[config.mk]
export PLATFORM = sky130hd
export DESIGN_NAME = beamformer_power_accumulator_core_flat
export DESIGN_NICKNAME = d
export VERILOG_FILES = /design/src/hdl/bpa_pkg.sv /design/src/hdl/bpa_if.sv /design/src/hdl/beamformer_power_accumulator_core.sv /design/src/hdl/bpa_front.sv /design/src/hdl/bpa_back.sv /design/src/flat_wrapper.sv
export SDC_FILE = /design/constraint.sdc
export NUM_CORES = 2
export LEC_CHECK = 0
export ABC_AREA = 1
export BUFFER_PORTS_ARGS = -buffer_cell sky130_fd_sc_hd__buf_4
export CORE_MARGIN = 8
export CORE_UTILIZATION = 30
export CTS_BUF_LIST = sky130_fd_sc_hd__clkbuf_4
export DETAILED_ROUTE_END_ITERATION = 10
export GPL_TIMING_DRIVEN = 0
export RECOVER_POWER = 100
export SYNTH_ARGS = -nofsm -noshare
export SYNTH_HDL_FRONTEND = slang
export SYNTH_HIERARCHICAL = 1
export SYNTH_SLANG_ARGS = --single-unit
[constraint.sdc]
create_clock -name clk -period 11.2 [get_ports clk]
set_clock_uncertainty 0.05 [all_clocks]
set_input_delay 1.12 -clock clk [delete_from_list [all_inputs] [get_ports clk]]
set_output_delay 1.12 -clock clk [all_outputs]
set_load 0.01 [all_outputs]
[src/hdl/bpa_pkg.sv]
`timescale 1ns / 1ps
package bpa_pkg;

  localparam int MAX_ANTENNAS     = 64;
  localparam int WEIGHT_FRAC_BITS = 14;

  localparam int ANT_W     = 7;
  localparam int ANT_RESET = 24;
  localparam int ANT_CLAMP = (MAX_ANTENNAS < (1 << ANT_W) - 1) ? MAX_ANTENNAS
                                                               : (1 << ANT_W) - 1;
  localparam int DEN_W     = 2 * ANT_W;
  localparam int DEN_RESET = ANT_RESET * ANT_RESET;

  localparam int SMP_W  = 8;
  localparam int NIB_W  = 4;
  localparam int WGT_W  = 16;
  localparam int PROD_W = NIB_W + WGT_W + 1;
  localparam int ACC_W  = 26;
  localparam int SQ_W   = 2 * ACC_W;
  localparam int SUM_W  = SQ_W + 1;
  localparam int POW_W  = SUM_W - 2 * WEIGHT_FRAC_BITS;
  localparam int QUO_W  = 8;
  localparam int CMP_W  = (POW_W > DEN_W + QUO_W) ? POW_W : DEN_W + QUO_W;

  localparam int NUM_ACC = 4;
  localparam int CNT_W   = 3;

  localparam int Q_DEPTH = 4;
  localparam int Q_AW    = 2;
  localparam int Q_CNT_W = Q_AW + 1;

  typedef struct packed {
    logic signed [NIB_W-1:0] xr;
    logic signed [NIB_W-1:0] xi;
    logic signed [NIB_W-1:0] yr;
    logic signed [NIB_W-1:0] yi;
    logic signed [WGT_W-1:0] wrx;
    logic signed [WGT_W-1:0] wix;
    logic signed [WGT_W-1:0] wry;
    logic signed [WGT_W-1:0] wiy;
    logic                    last;
  } item_t;

  typedef struct packed {
    logic  valid;
    item_t item;
  } q_head_t;

endpackage

[src/hdl/bpa_if.sv]
`timescale 1ns / 1ps
interface bpa_in_if;
  logic                             valid;
  logic                             ready;
  logic [bpa_pkg::SMP_W-1:0]        sample_x;
  logic [bpa_pkg::SMP_W-1:0]        sample_y;
  logic signed [bpa_pkg::WGT_W-1:0] weight_re_x;
  logic signed [bpa_pkg::WGT_W-1:0] weight_im_x;
  logic signed [bpa_pkg::WGT_W-1:0] weight_re_y;
  logic signed [bpa_pkg::WGT_W-1:0] weight_im_y;
  logic                             last_antenna;

  modport source (output valid, sample_x, sample_y, weight_re_x, weight_im_x,
                  weight_re_y, weight_im_y, last_antenna, input ready);
  modport sink (input valid, sample_x, sample_y, weight_re_x, weight_im_x,
                weight_re_y, weight_im_y, last_antenna, output ready);
endinterface

interface bpa_out_if;
  logic                      valid;
  logic                      ready;
  logic [bpa_pkg::QUO_W-1:0] beam_power;
  logic                      power_saturated;

  modport source (output valid, beam_power, power_saturated, input ready);
  modport sink (input valid, beam_power, power_saturated, output ready);
endinterface

interface bpa_cfg_if;
  logic                      valid;
  logic                      ready;
  logic [bpa_pkg::ANT_W-1:0] antennas_used;

  modport source (output valid, antennas_used, input ready);
  modport sink (input valid, antennas_used, output ready);
endinterface

[src/hdl/beamformer_power_accumulator_core.sv]
`timescale 1ns / 1ps
// Dual-polarization beamformer power detector. Each request carries one antenna's
// 4+4 bit complex samples for X and Y and its Q2.14 weights; the block accumulates
// the weighted sums and, on the request marked last, returns the beam power
// divided by the square of antennas_used, clamped to 255 with a flag. A 4-entry
// queue takes requests at one per cycle while not full; the back end absorbs one per
// cycle while accumulating. A last request holds the back end as one shared 26x26
// squaring multiplier works over four accumulators, the divider loads, the bit-serial
// divider runs (skipped when the quotient saturates) and the result register loads,
// plus any wait for it to drain. antennas_used is clamped to 1..64 on write into a
// register, whose square is registered again on its way to the divider.
module beamformer_power_accumulator_core (
  input logic       clk,
  input logic       rst_n,
  bpa_in_if.sink    in_ch,
  bpa_cfg_if.sink   cfg_ch,
  bpa_out_if.source out_ch
);

  bpa_pkg::q_head_t            q_head;
  logic                        q_pop;
  logic [bpa_pkg::DEN_W-1:0]   denom;

  bpa_front u_front (
    .clk    (clk),
    .rst_n  (rst_n),
    .in_ch  (in_ch),
    .cfg_ch (cfg_ch),
    .q_head (q_head),
    .q_pop  (q_pop),
    .denom  (denom)
  );

  bpa_back u_back (
    .clk    (clk),
    .rst_n  (rst_n),
    .q_head (q_head),
    .q_pop  (q_pop),
    .denom  (denom),
    .out_ch (out_ch)
  );

endmodule

[src/hdl/bpa_front.sv]
`timescale 1ns / 1ps
module bpa_front (
  input  logic                        clk,
  input  logic                        rst_n,
  bpa_in_if.sink                      in_ch,
  bpa_cfg_if.sink                     cfg_ch,
  output bpa_pkg::q_head_t            q_head,
  input  logic                        q_pop,
  output logic [bpa_pkg::DEN_W-1:0]   denom
);

  logic [bpa_pkg::ANT_W-1:0]   n_r;
  logic [bpa_pkg::ANT_W-1:0]   n_nxt;
  logic [bpa_pkg::DEN_W-1:0]   denom_r;

  bpa_pkg::item_t              q_mem_r [bpa_pkg::Q_DEPTH];
  bpa_pkg::item_t              item_in;
  logic [bpa_pkg::Q_AW-1:0]    wr_ptr_r;
  logic [bpa_pkg::Q_AW-1:0]    rd_ptr_r;
  logic [bpa_pkg::Q_CNT_W-1:0] cnt_r;
  logic [bpa_pkg::Q_CNT_W-1:0] cnt_nxt;
  logic                        push;
  logic                        pop;

  // antenna count register, clamped on write
  always_comb begin
    if (cfg_ch.antennas_used == '0) begin
      n_nxt = bpa_pkg::ANT_W'(1);
    end else if (int'(cfg_ch.antennas_used) > bpa_pkg::ANT_CLAMP) begin
      n_nxt = bpa_pkg::ANT_W'(bpa_pkg::ANT_CLAMP);
    end else begin
      n_nxt = cfg_ch.antennas_used;
    end
  end

  assign cfg_ch.ready = 1'b1;

  always_ff @(posedge clk) begin
    if (!rst_n) begin
      n_r     <= bpa_pkg::ANT_W'(bpa_pkg::ANT_RESET);
      denom_r <= bpa_pkg::DEN_W'(bpa_pkg::DEN_RESET);
    end else begin
      if (cfg_ch.valid) begin
        n_r <= n_nxt;
      end
      denom_r <= bpa_pkg::DEN_W'(n_r) * bpa_pkg::DEN_W'(n_r);
    end
  end

  assign denom = denom_r;

  // split nibbles
  always_comb begin
    item_in.xr   = in_ch.sample_x[bpa_pkg::NIB_W-1:0];
    item_in.xi   = in_ch.sample_x[bpa_pkg::SMP_W-1:bpa_pkg::NIB_W];
    item_in.yr   = in_ch.sample_y[bpa_pkg::NIB_W-1:0];
    item_in.yi   = in_ch.sample_y[bpa_pkg::SMP_W-1:bpa_pkg::NIB_W];
    item_in.wrx  = in_ch.weight_re_x;
    item_in.wix  = in_ch.weight_im_x;
    item_in.wry  = in_ch.weight_re_y;
    item_in.wiy  = in_ch.weight_im_y;
    item_in.last = in_ch.last_antenna;
  end

  assign in_ch.ready = (cnt_r != bpa_pkg::Q_CNT_W'(bpa_pkg::Q_DEPTH));
  assign push        = in_ch.valid && in_ch.ready;
  assign pop         = q_pop && (cnt_r != '0);

  always_comb begin
    cnt_nxt = cnt_r;
    if (push && !pop) begin
      cnt_nxt = cnt_r + bpa_pkg::Q_CNT_W'(1);
    end else if (pop && !push) begin
      cnt_nxt = cnt_r - bpa_pkg::Q_CNT_W'(1);
    end
  end

  always_ff @(posedge clk) begin
    if (!rst_n) begin
      wr_ptr_r <= '0;
      rd_ptr_r <= '0;
      cnt_r    <= '0;
    end else begin
      if (push) begin
        wr_ptr_r <= wr_ptr_r + bpa_pkg::Q_AW'(1);
      end
      if (pop) begin
        rd_ptr_r <= rd_ptr_r + bpa_pkg::Q_AW'(1);
      end
      cnt_r <= cnt_nxt;
    end
  end

  always_ff @(posedge clk) begin
    if (push) begin
      q_mem_r[wr_ptr_r] <= item_in;
    end
  end

  assign q_head.valid = (cnt_r != '0);
  assign q_head.item  = q_mem_r[rd_ptr_r];

  a_cnt_bound: assert property (@(posedge clk) disable iff (!rst_n)
    cnt_r <= bpa_pkg::Q_CNT_W'(bpa_pkg::Q_DEPTH))
    else $error("queue count beyond depth");

  a_ptr_gap: assert property (@(posedge clk) disable iff (!rst_n)
    (cnt_r != '0 && cnt_r != bpa_pkg::Q_CNT_W'(bpa_pkg::Q_DEPTH)) |->
      (wr_ptr_r != rd_ptr_r))
    else $error("queue pointers disagree with count");

endmodule

[src/hdl/bpa_back.sv]
`timescale 1ns / 1ps
module bpa_back (
  input  logic                      clk,
  input  logic                      rst_n,
  input  bpa_pkg::q_head_t          q_head,
  output logic                      q_pop,
  input  logic [bpa_pkg::DEN_W-1:0] denom,
  bpa_out_if.source                 out_ch
);

  typedef enum logic [4:0] {
    S_MAC  = 5'b00001,
    S_SQR  = 5'b00010,
    S_LOAD = 5'b00100,
    S_DIV  = 5'b01000,
    S_OUT  = 5'b10000
  } state_t;

  state_t state_r;
  state_t state_nxt;

  logic signed [bpa_pkg::ACC_W-1:0]  acc_rx_r;
  logic signed [bpa_pkg::ACC_W-1:0]  acc_ix_r;
  logic signed [bpa_pkg::ACC_W-1:0]  acc_ry_r;
  logic signed [bpa_pkg::ACC_W-1:0]  acc_iy_r;
  logic signed [bpa_pkg::PROD_W-1:0] pr_rx;
  logic signed [bpa_pkg::PROD_W-1:0] pr_ix;
  logic signed [bpa_pkg::PROD_W-1:0] pr_ry;
  logic signed [bpa_pkg::PROD_W-1:0] pr_iy;

  logic [bpa_pkg::CNT_W-1:0]         cnt_r;
  logic signed [bpa_pkg::ACC_W-1:0]  sq_sel;
  logic signed [bpa_pkg::SQ_W-1:0]   sq_full;
  logic [bpa_pkg::SQ_W-1:0]          prod_r;
  logic [bpa_pkg::SUM_W-1:0]         sum_r;
  logic [bpa_pkg::POW_W-1:0]         pow;
  logic [bpa_pkg::CMP_W-1:0]         rem_r;
  logic [bpa_pkg::CMP_W-1:0]         trial;
  logic [bpa_pkg::CMP_W-1:0]         sat_lim;
  logic                              ge;
  logic [bpa_pkg::QUO_W-1:0]         quo_r;
  logic                              sat_r;

  logic                              out_valid_r;
  logic [bpa_pkg::QUO_W-1:0]         power_r;
  logic                              sat_out_r;
  logic                              out_load;

  bpa_pkg::item_t                    it;

  assign it    = q_head.item;
  assign q_pop = (state_r == S_MAC) && q_head.valid;

  // complex multiply, one per polarization
  always_comb begin
    pr_rx = bpa_pkg::PROD_W'(it.xr) * bpa_pkg::PROD_W'(it.wrx)
          - bpa_pkg::PROD_W'(it.xi) * bpa_pkg::PROD_W'(it.wix);
    pr_ix = bpa_pkg::PROD_W'(it.xr) * bpa_pkg::PROD_W'(it.wix)
          + bpa_pkg::PROD_W'(it.xi) * bpa_pkg::PROD_W'(it.wrx);
    pr_ry = bpa_pkg::PROD_W'(it.yr) * bpa_pkg::PROD_W'(it.wry)
          - bpa_pkg::PROD_W'(it.yi) * bpa_pkg::PROD_W'(it.wiy);
    pr_iy = bpa_pkg::PROD_W'(it.yr) * bpa_pkg::PROD_W'(it.wiy)
          + bpa_pkg::PROD_W'(it.yi) * bpa_pkg::PROD_W'(it.wry);
  end

  always_comb begin
    case (cnt_r[1:0])
      2'd0:    sq_sel = acc_rx_r;
      2'd1:    sq_sel = acc_ix_r;
      2'd2:    sq_sel = acc_ry_r;
      2'd3:    sq_sel = acc_iy_r;
      default: sq_sel = acc_rx_r;
    endcase
  end

  assign sq_full = sq_sel * sq_sel;
  assign pow     = sum_r[bpa_pkg::SUM_W-1:2*bpa_pkg::WEIGHT_FRAC_BITS];
  assign sat_lim = bpa_pkg::CMP_W'(denom) << bpa_pkg::QUO_W;
  assign trial   = bpa_pkg::CMP_W'(denom) << cnt_r;
  assign ge      = (rem_r >= trial);
  assign out_load = (state_r == S_OUT) && (!out_valid_r || out_ch.ready);

  always_comb begin
    state_nxt = state_r;
    case (state_r)
      S_MAC: begin
        if (q_pop && it.last) begin
          state_nxt = S_SQR;
        end
      end
      S_SQR: begin
        if (cnt_r == bpa_pkg::CNT_W'(bpa_pkg::NUM_ACC)) begin
          state_nxt = S_LOAD;
        end
      end
      S_LOAD: begin
        state_nxt = (bpa_pkg::CMP_W'(pow) >= sat_lim) ? S_OUT : S_DIV;
      end
      S_DIV: begin
        if (cnt_r == '0) begin
          state_nxt = S_OUT;
        end
      end
      S_OUT: begin
        if (out_load) begin
          state_nxt = S_MAC;
        end
      end
      default: state_nxt = S_MAC;
    endcase
  end

  always_ff @(posedge clk) begin
    if (!rst_n) begin
      state_r  <= S_MAC;
      acc_rx_r <= '0;
      acc_ix_r <= '0;
      acc_ry_r <= '0;
      acc_iy_r <= '0;
      cnt_r    <= '0;
    end else begin
      state_r <= state_nxt;
      case (state_r)
        S_MAC: begin
          if (q_pop) begin
            acc_rx_r <= acc_rx_r + bpa_pkg::ACC_W'(pr_rx);
            acc_ix_r <= acc_ix_r + bpa_pkg::ACC_W'(pr_ix);
            acc_ry_r <= acc_ry_r + bpa_pkg::ACC_W'(pr_ry);
            acc_iy_r <= acc_iy_r + bpa_pkg::ACC_W'(pr_iy);
          end
          cnt_r <= '0;
        end
        S_SQR: begin
          if (cnt_r == bpa_pkg::CNT_W'(bpa_pkg::NUM_ACC)) begin
            acc_rx_r <= '0;
            acc_ix_r <= '0;
            acc_ry_r <= '0;
            acc_iy_r <= '0;
          end
          cnt_r <= cnt_r + bpa_pkg::CNT_W'(1);
        end
        S_LOAD: begin
          cnt_r <= bpa_pkg::CNT_W'(bpa_pkg::QUO_W - 1);
        end
        S_DIV: begin
          cnt_r <= cnt_r - bpa_pkg::CNT_W'(1);
        end
        S_OUT: begin
          cnt_r <= '0;
        end
        default: begin
          cnt_r <= '0;
        end
      endcase
    end
  end

  // squaring, divide datapath
  always_ff @(posedge clk) begin
    case (state_r)
      S_MAC: begin
        prod_r <= '0;
        sum_r  <= '0;
      end
      S_SQR: begin
        prod_r <= unsigned'(sq_full);
        sum_r  <= sum_r + bpa_pkg::SUM_W'(prod_r);
      end
      S_LOAD: begin
        rem_r <= bpa_pkg::CMP_W'(pow);
        sat_r <= (bpa_pkg::CMP_W'(pow) >= sat_lim);
        quo_r <= '0;
      end
      S_DIV: begin
        if (ge) begin
          rem_r <= rem_r - trial;
        end
        quo_r <= {quo_r[bpa_pkg::QUO_W-2:0], ge};
      end
      default: begin
        rem_r <= rem_r;
      end
    endcase
  end

  always_ff @(posedge clk) begin
    if (!rst_n) begin
      out_valid_r <= 1'b0;
    end else if (out_load) begin
      out_valid_r <= 1'b1;
    end else if (out_ch.ready) begin
      out_valid_r <= 1'b0;
    end
  end

  always_ff @(posedge clk) begin
    if (out_load) begin
      power_r   <= sat_r ? {bpa_pkg::QUO_W{1'b1}} : quo_r;
      sat_out_r <= sat_r;
    end
  end

  assign out_ch.valid           = out_valid_r;
  assign out_ch.beam_power      = power_r;
  assign out_ch.power_saturated = sat_out_r;

  a_last_to_sqr: assert property (@(posedge clk) disable iff (!rst_n)
    (q_pop && it.last) |=> (state_r == S_SQR && cnt_r == '0))
    else $error("last request did not start power pass");

  a_acc_clear: assert property (@(posedge clk) disable iff (!rst_n)
    (state_r == S_SQR && cnt_r == bpa_pkg::CNT_W'(bpa_pkg::NUM_ACC)) |=>
      (acc_rx_r == '0 && acc_ix_r == '0 && acc_ry_r == '0 && acc_iy_r == '0))
    else $error("accumulators not cleared after power pass");

  a_out_load: assert property (@(posedge clk) disable iff (!rst_n)
    out_load |=> (out_valid_r && state_r == S_MAC))
    else $error("result not presented after load");

  a_no_pop_busy: assert property (@(posedge clk) disable iff (!rst_n)
    (state_r != S_MAC) |-> !q_pop)
    else $error("queue popped while power pass busy");

endmodule

[src/flat_wrapper.sv]
// flat-port wrapper written by rule: the top's interface ports become plain ports
module beamformer_power_accumulator_core_flat 
  (clk, rst_n, in_ch_valid, in_ch_sample_x, in_ch_sample_y, in_ch_weight_re_x, in_ch_weight_im_x, in_ch_weight_re_y, in_ch_weight_im_y, in_ch_last_antenna, in_ch_ready, cfg_ch_valid, cfg_ch_antennas_used, cfg_ch_ready, out_ch_valid, out_ch_beam_power, out_ch_power_saturated, out_ch_ready);
  bpa_in_if in_ch_i ();
  bpa_cfg_if cfg_ch_i ();
  bpa_out_if out_ch_i ();
  input logic clk;
  input logic rst_n;
  input wire logic [$bits(in_ch_i.valid)-1:0] in_ch_valid;
  input wire logic [$bits(in_ch_i.sample_x)-1:0] in_ch_sample_x;
  input wire logic [$bits(in_ch_i.sample_y)-1:0] in_ch_sample_y;
  input wire logic [$bits(in_ch_i.weight_re_x)-1:0] in_ch_weight_re_x;
  input wire logic [$bits(in_ch_i.weight_im_x)-1:0] in_ch_weight_im_x;
  input wire logic [$bits(in_ch_i.weight_re_y)-1:0] in_ch_weight_re_y;
  input wire logic [$bits(in_ch_i.weight_im_y)-1:0] in_ch_weight_im_y;
  input wire logic [$bits(in_ch_i.last_antenna)-1:0] in_ch_last_antenna;
  output wire logic [$bits(in_ch_i.ready)-1:0] in_ch_ready;
  input wire logic [$bits(cfg_ch_i.valid)-1:0] cfg_ch_valid;
  input wire logic [$bits(cfg_ch_i.antennas_used)-1:0] cfg_ch_antennas_used;
  output wire logic [$bits(cfg_ch_i.ready)-1:0] cfg_ch_ready;
  output wire logic [$bits(out_ch_i.valid)-1:0] out_ch_valid;
  output wire logic [$bits(out_ch_i.beam_power)-1:0] out_ch_beam_power;
  output wire logic [$bits(out_ch_i.power_saturated)-1:0] out_ch_power_saturated;
  input wire logic [$bits(out_ch_i.ready)-1:0] out_ch_ready;
  assign in_ch_i.valid = in_ch_valid;
  assign in_ch_i.sample_x = in_ch_sample_x;
  assign in_ch_i.sample_y = in_ch_sample_y;
  assign in_ch_i.weight_re_x = in_ch_weight_re_x;
  assign in_ch_i.weight_im_x = in_ch_weight_im_x;
  assign in_ch_i.weight_re_y = in_ch_weight_re_y;
  assign in_ch_i.weight_im_y = in_ch_weight_im_y;
  assign in_ch_i.last_antenna = in_ch_last_antenna;
  assign in_ch_ready = in_ch_i.ready;
  assign cfg_ch_i.valid = cfg_ch_valid;
  assign cfg_ch_i.antennas_used = cfg_ch_antennas_used;
  assign cfg_ch_ready = cfg_ch_i.ready;
  assign out_ch_valid = out_ch_i.valid;
  assign out_ch_beam_power = out_ch_i.beam_power;
  assign out_ch_power_saturated = out_ch_i.power_saturated;
  assign out_ch_i.ready = out_ch_ready;
  beamformer_power_accumulator_core u_core (.clk(clk), .rst_n(rst_n), .in_ch(in_ch_i), .cfg_ch(cfg_ch_i), .out_ch(out_ch_i));
endmodule
==> results.py <==
metrics = {
    "run_status": {
        "status": "complete, but fails checks",
        "violations": "capacitance limit, slew limit",
    },
    "timing": {
        "grt_setup_unrepaired": "no",
        "hold_slack_ps": 229,
        "tns_ps": 0,
        "slew_violations": 354,
        "worst_slew_pin_slew_ps": 3170,
        "hold_viol": 0,
        "fin_ws_ps": 1180,
        "setup_viol": 0,
        "fin_crit_sh_pct": 89.5,
        "fmax_ghz": 0.0998,
        "max-slew-margin-rel_pct": -111,
        "period_minus_slack_ps": 10020,
    },
    "synth": {
        "ys.flop_type": "edfxtp_1",
        "synth-seq-area-share_pct": 21.6,
        "synth_common_cells": "2108 x inv_1, 1938 x nand2_1, 1220 x fa_1",
        "syn_nets": 11323,
        "synth_edf_count": 471,
        "synthCells": 9478,
        "syn_area_per_cell_um2": 8.28,
        "synthArstFlopShare_pct": 0,
        "yosys.area.top_type": "fa_1",
        "synth_area_leaders": "fa_1 31%, edfxtp_1 18%, inv_1 10%",
        "yosys_warnings": 6,
        "synth_most_common_cell": "inv_1",
        "synthesis.area_um2": 78500,
        "yosysUniqueCellTypes": 63,
        "synth-seq-cells": 613,
        "yosysTopAreaCellShare_pct": 31.1,
    },
    "grt": {
        "overflow": 0,
        "grt_util_all_layers_pct": 17.8,
        "antenna_found_initial": 7,
        "grt_pass1_wl_um": 385000,
        "grt_pass1_vias": 64836,
        "grt_max_degree": 63,
    },
    "clock_tree": {
        "htreeDepth": 4,
        "path_clk_slew_ps": 70,
        "cts_root_buf": "clkbuf_4",
        "cts_hold_buffers": 63,
        "tritoncts": "yes",
        "clockBufferDepth": 3,
        "ctsResizeCount": 0,
        "post_cts_buffers": 0,
        "cts_made_buffers": 167,
        "clkSinkCount": 613,
        "clock_latency_ps": 1160,
    },
    "drt": {
        "wl_um": 250000,
        "final_antenna_net_count": 0,
        "drcViolationCount": 0,
        "drt-vias-per-instance": 4.76,
        "drtIter0Drc": 5756,
        "post_drt_wl_per_cell_um": 18.5,
        "firstDrtPassIters": 6,
        "num_vias": 64092,
    },
    "layout": {
        "layout.nets": 11674,
        "drive_gt1_share_pct": 5.06,
        "fillers": 27583,
        "syn_to_final_growth_pct": 9.74,
        "stdcell_area_um2": 86100,
    },
    "die": {
        "num_io_pins": 105,
        "dieWidth_um": 527,
        "num_rows": 187,
        "initial_core_util_pct": 30.2,
        "dieArea_um2": 278000,
        "core_um2": 260000,
        "die_h_um": 527,
    },
    "placed_design": {
        "dp_hpwl_um": 205000,
        "pre_cts_slack_ps": 1910,
        "place_area_um2": 84000,
        "port_buffers": 103,
        "place_congestion": 0.970,
    },
    "critical_path": {
        "critical_path.max_stage_delay_ps": 1240,
        "critPathArrivalTime_ps": 10840,
        "cp-start-kind": "flop",
        "crit_slowest_cell": "fa_1",
        "crit_path_end_kind": "flop",
        "worstPathMaxFanout": 12,
        "path_class": "flop to flop",
        "crit_required_ps": 12020,
    },
    "job": {
        "drv_cap": 12,
    },
    "hold_path": {
        "worstHoldPathType": "input port to flop",
    },
}
state kept, by name, summed over array words and instances, names as in the netlist, 13 cells and up, named ones only:
register                cells
u_core/u_back/rem_r        25
u_core/u_back/acc_ix_r     26
u_core/u_back/acc_rx_r     26
u_core/u_back/prod_r       51
u_core/u_front/q_mem_r    324
u_core/u_front/denom       13
u_core/u_back/sum_r        53
u_core/u_back/acc_iy_r     26
u_core/u_back/acc_ry_r     26
area by class of cell:
class	count	area [um^2]	area share, %
diodes	9	22.5	0.0261
plain buffers	303	1470	1.71
clock buffers	236	1770	2.06
clock inverters	66	429	0.498
inverters	2137	8030	9.32
multi-input cells	6425	51900	60.3
flip-flops and latches	613	17000	19.7
well taps	3496	4370	5.08
repair buffers	182	1110	1.29
cells by family (layout without fill, tap and decap cells):
| kind of cell | after synthesis | in the layout | share of synthesized area (%) |
|---|---|---|---|
| AO/OA/AOI/OAI | 1183 | 1183 | 8.30 |
| XOR/XNOR | 52 | 52 | 0.580 |
| adder cells (fa/ha/maj) | 1752 | 1752 | 39.6 |
| buffers and inverters | 2440 | 2924 | 12.1 |
| flip-flops | 613 | 613 | 21.6 |
| multiplexers | 3 | 3 | 0.0383 |
| other | 2 | 11 | 0.00957 |
| AND/OR/NAND/NOR | 3433 | 3433 | 17.7 |
layer usage:
metal  GRT usage, %  share of wire [%]  up-vias
met3           2.95                7.6      522
met4           7.01                4.3        2
met1           24.0                 43    31195
met5              0             0.0052        -
li1               -                  -    29984
met2           28.6                 45     2389
worst paths after layout:
kind,from,to,slack (ps),depth (start not counted)
max,u_core/u_back/cnt_r[1]$_SDFF_PN0_,u_core/u_back/prod_r[37]$_SDFFCE_PP0P_,1180,29
min,in_ch_weight_im_y[8],u_core/u_front/q_mem_r[1][9]$_DFFE_PP_,230,1
max reg2reg,u_core/u_back/cnt_r[1]$_SDFF_PN0_,u_core/u_back/prod_r[37]$_SDFFCE_PP0P_,1180,29
min reg2reg,u_core/u_back/acc_iy_r[18]$_SDFFE_PN0P_,u_core/u_back/acc_iy_r[18]$_SDFFE_PN0P_,410,2
layout by cell type (no fill, tap or decap), types with 30 or more instances in the layout:
cell / n
nand2_1: 1938
dfxtp_1: 142
clkbuf_4: 236
nor2_1: 970
nand4_1: 82
a21oi_1: 440
o22ai_1: 84
clkbuf_1: 269
nor3_1: 51
edfxtp_1: 471
inv_1: 2109
dlygate4sd3_1: 63
xor2_1: 37
o21ai_0: 465
o21bai_1: 30
fa_1: 1220
clkinv_1: 49
nand3_1: 281
buf_2: 67
ha_1: 532
or2_2: 53
critical path: cells and delay by family (launching register included):
kind            cells  cell delay [ps]
buf+inv            10             2740
simple gates        9             1380
fa+ha+maj           7             4460
compound gates      3              730
flops               1              350
stage by stage:
stage / std cells / utilization, %
3_3_place_gp: 13077 / 32.2
3_5_place_dp: 13093 / 32.3
4_1_cts: 13458 / 33.4
5_1_grt: 13465 / 33.1
2_1_floorplan: 9478 / -
6_report: 13467 / 33.1
Power is not shown: default switching activity piles up to over one toggle a cycle in this logic, so the estimate is an artifact.
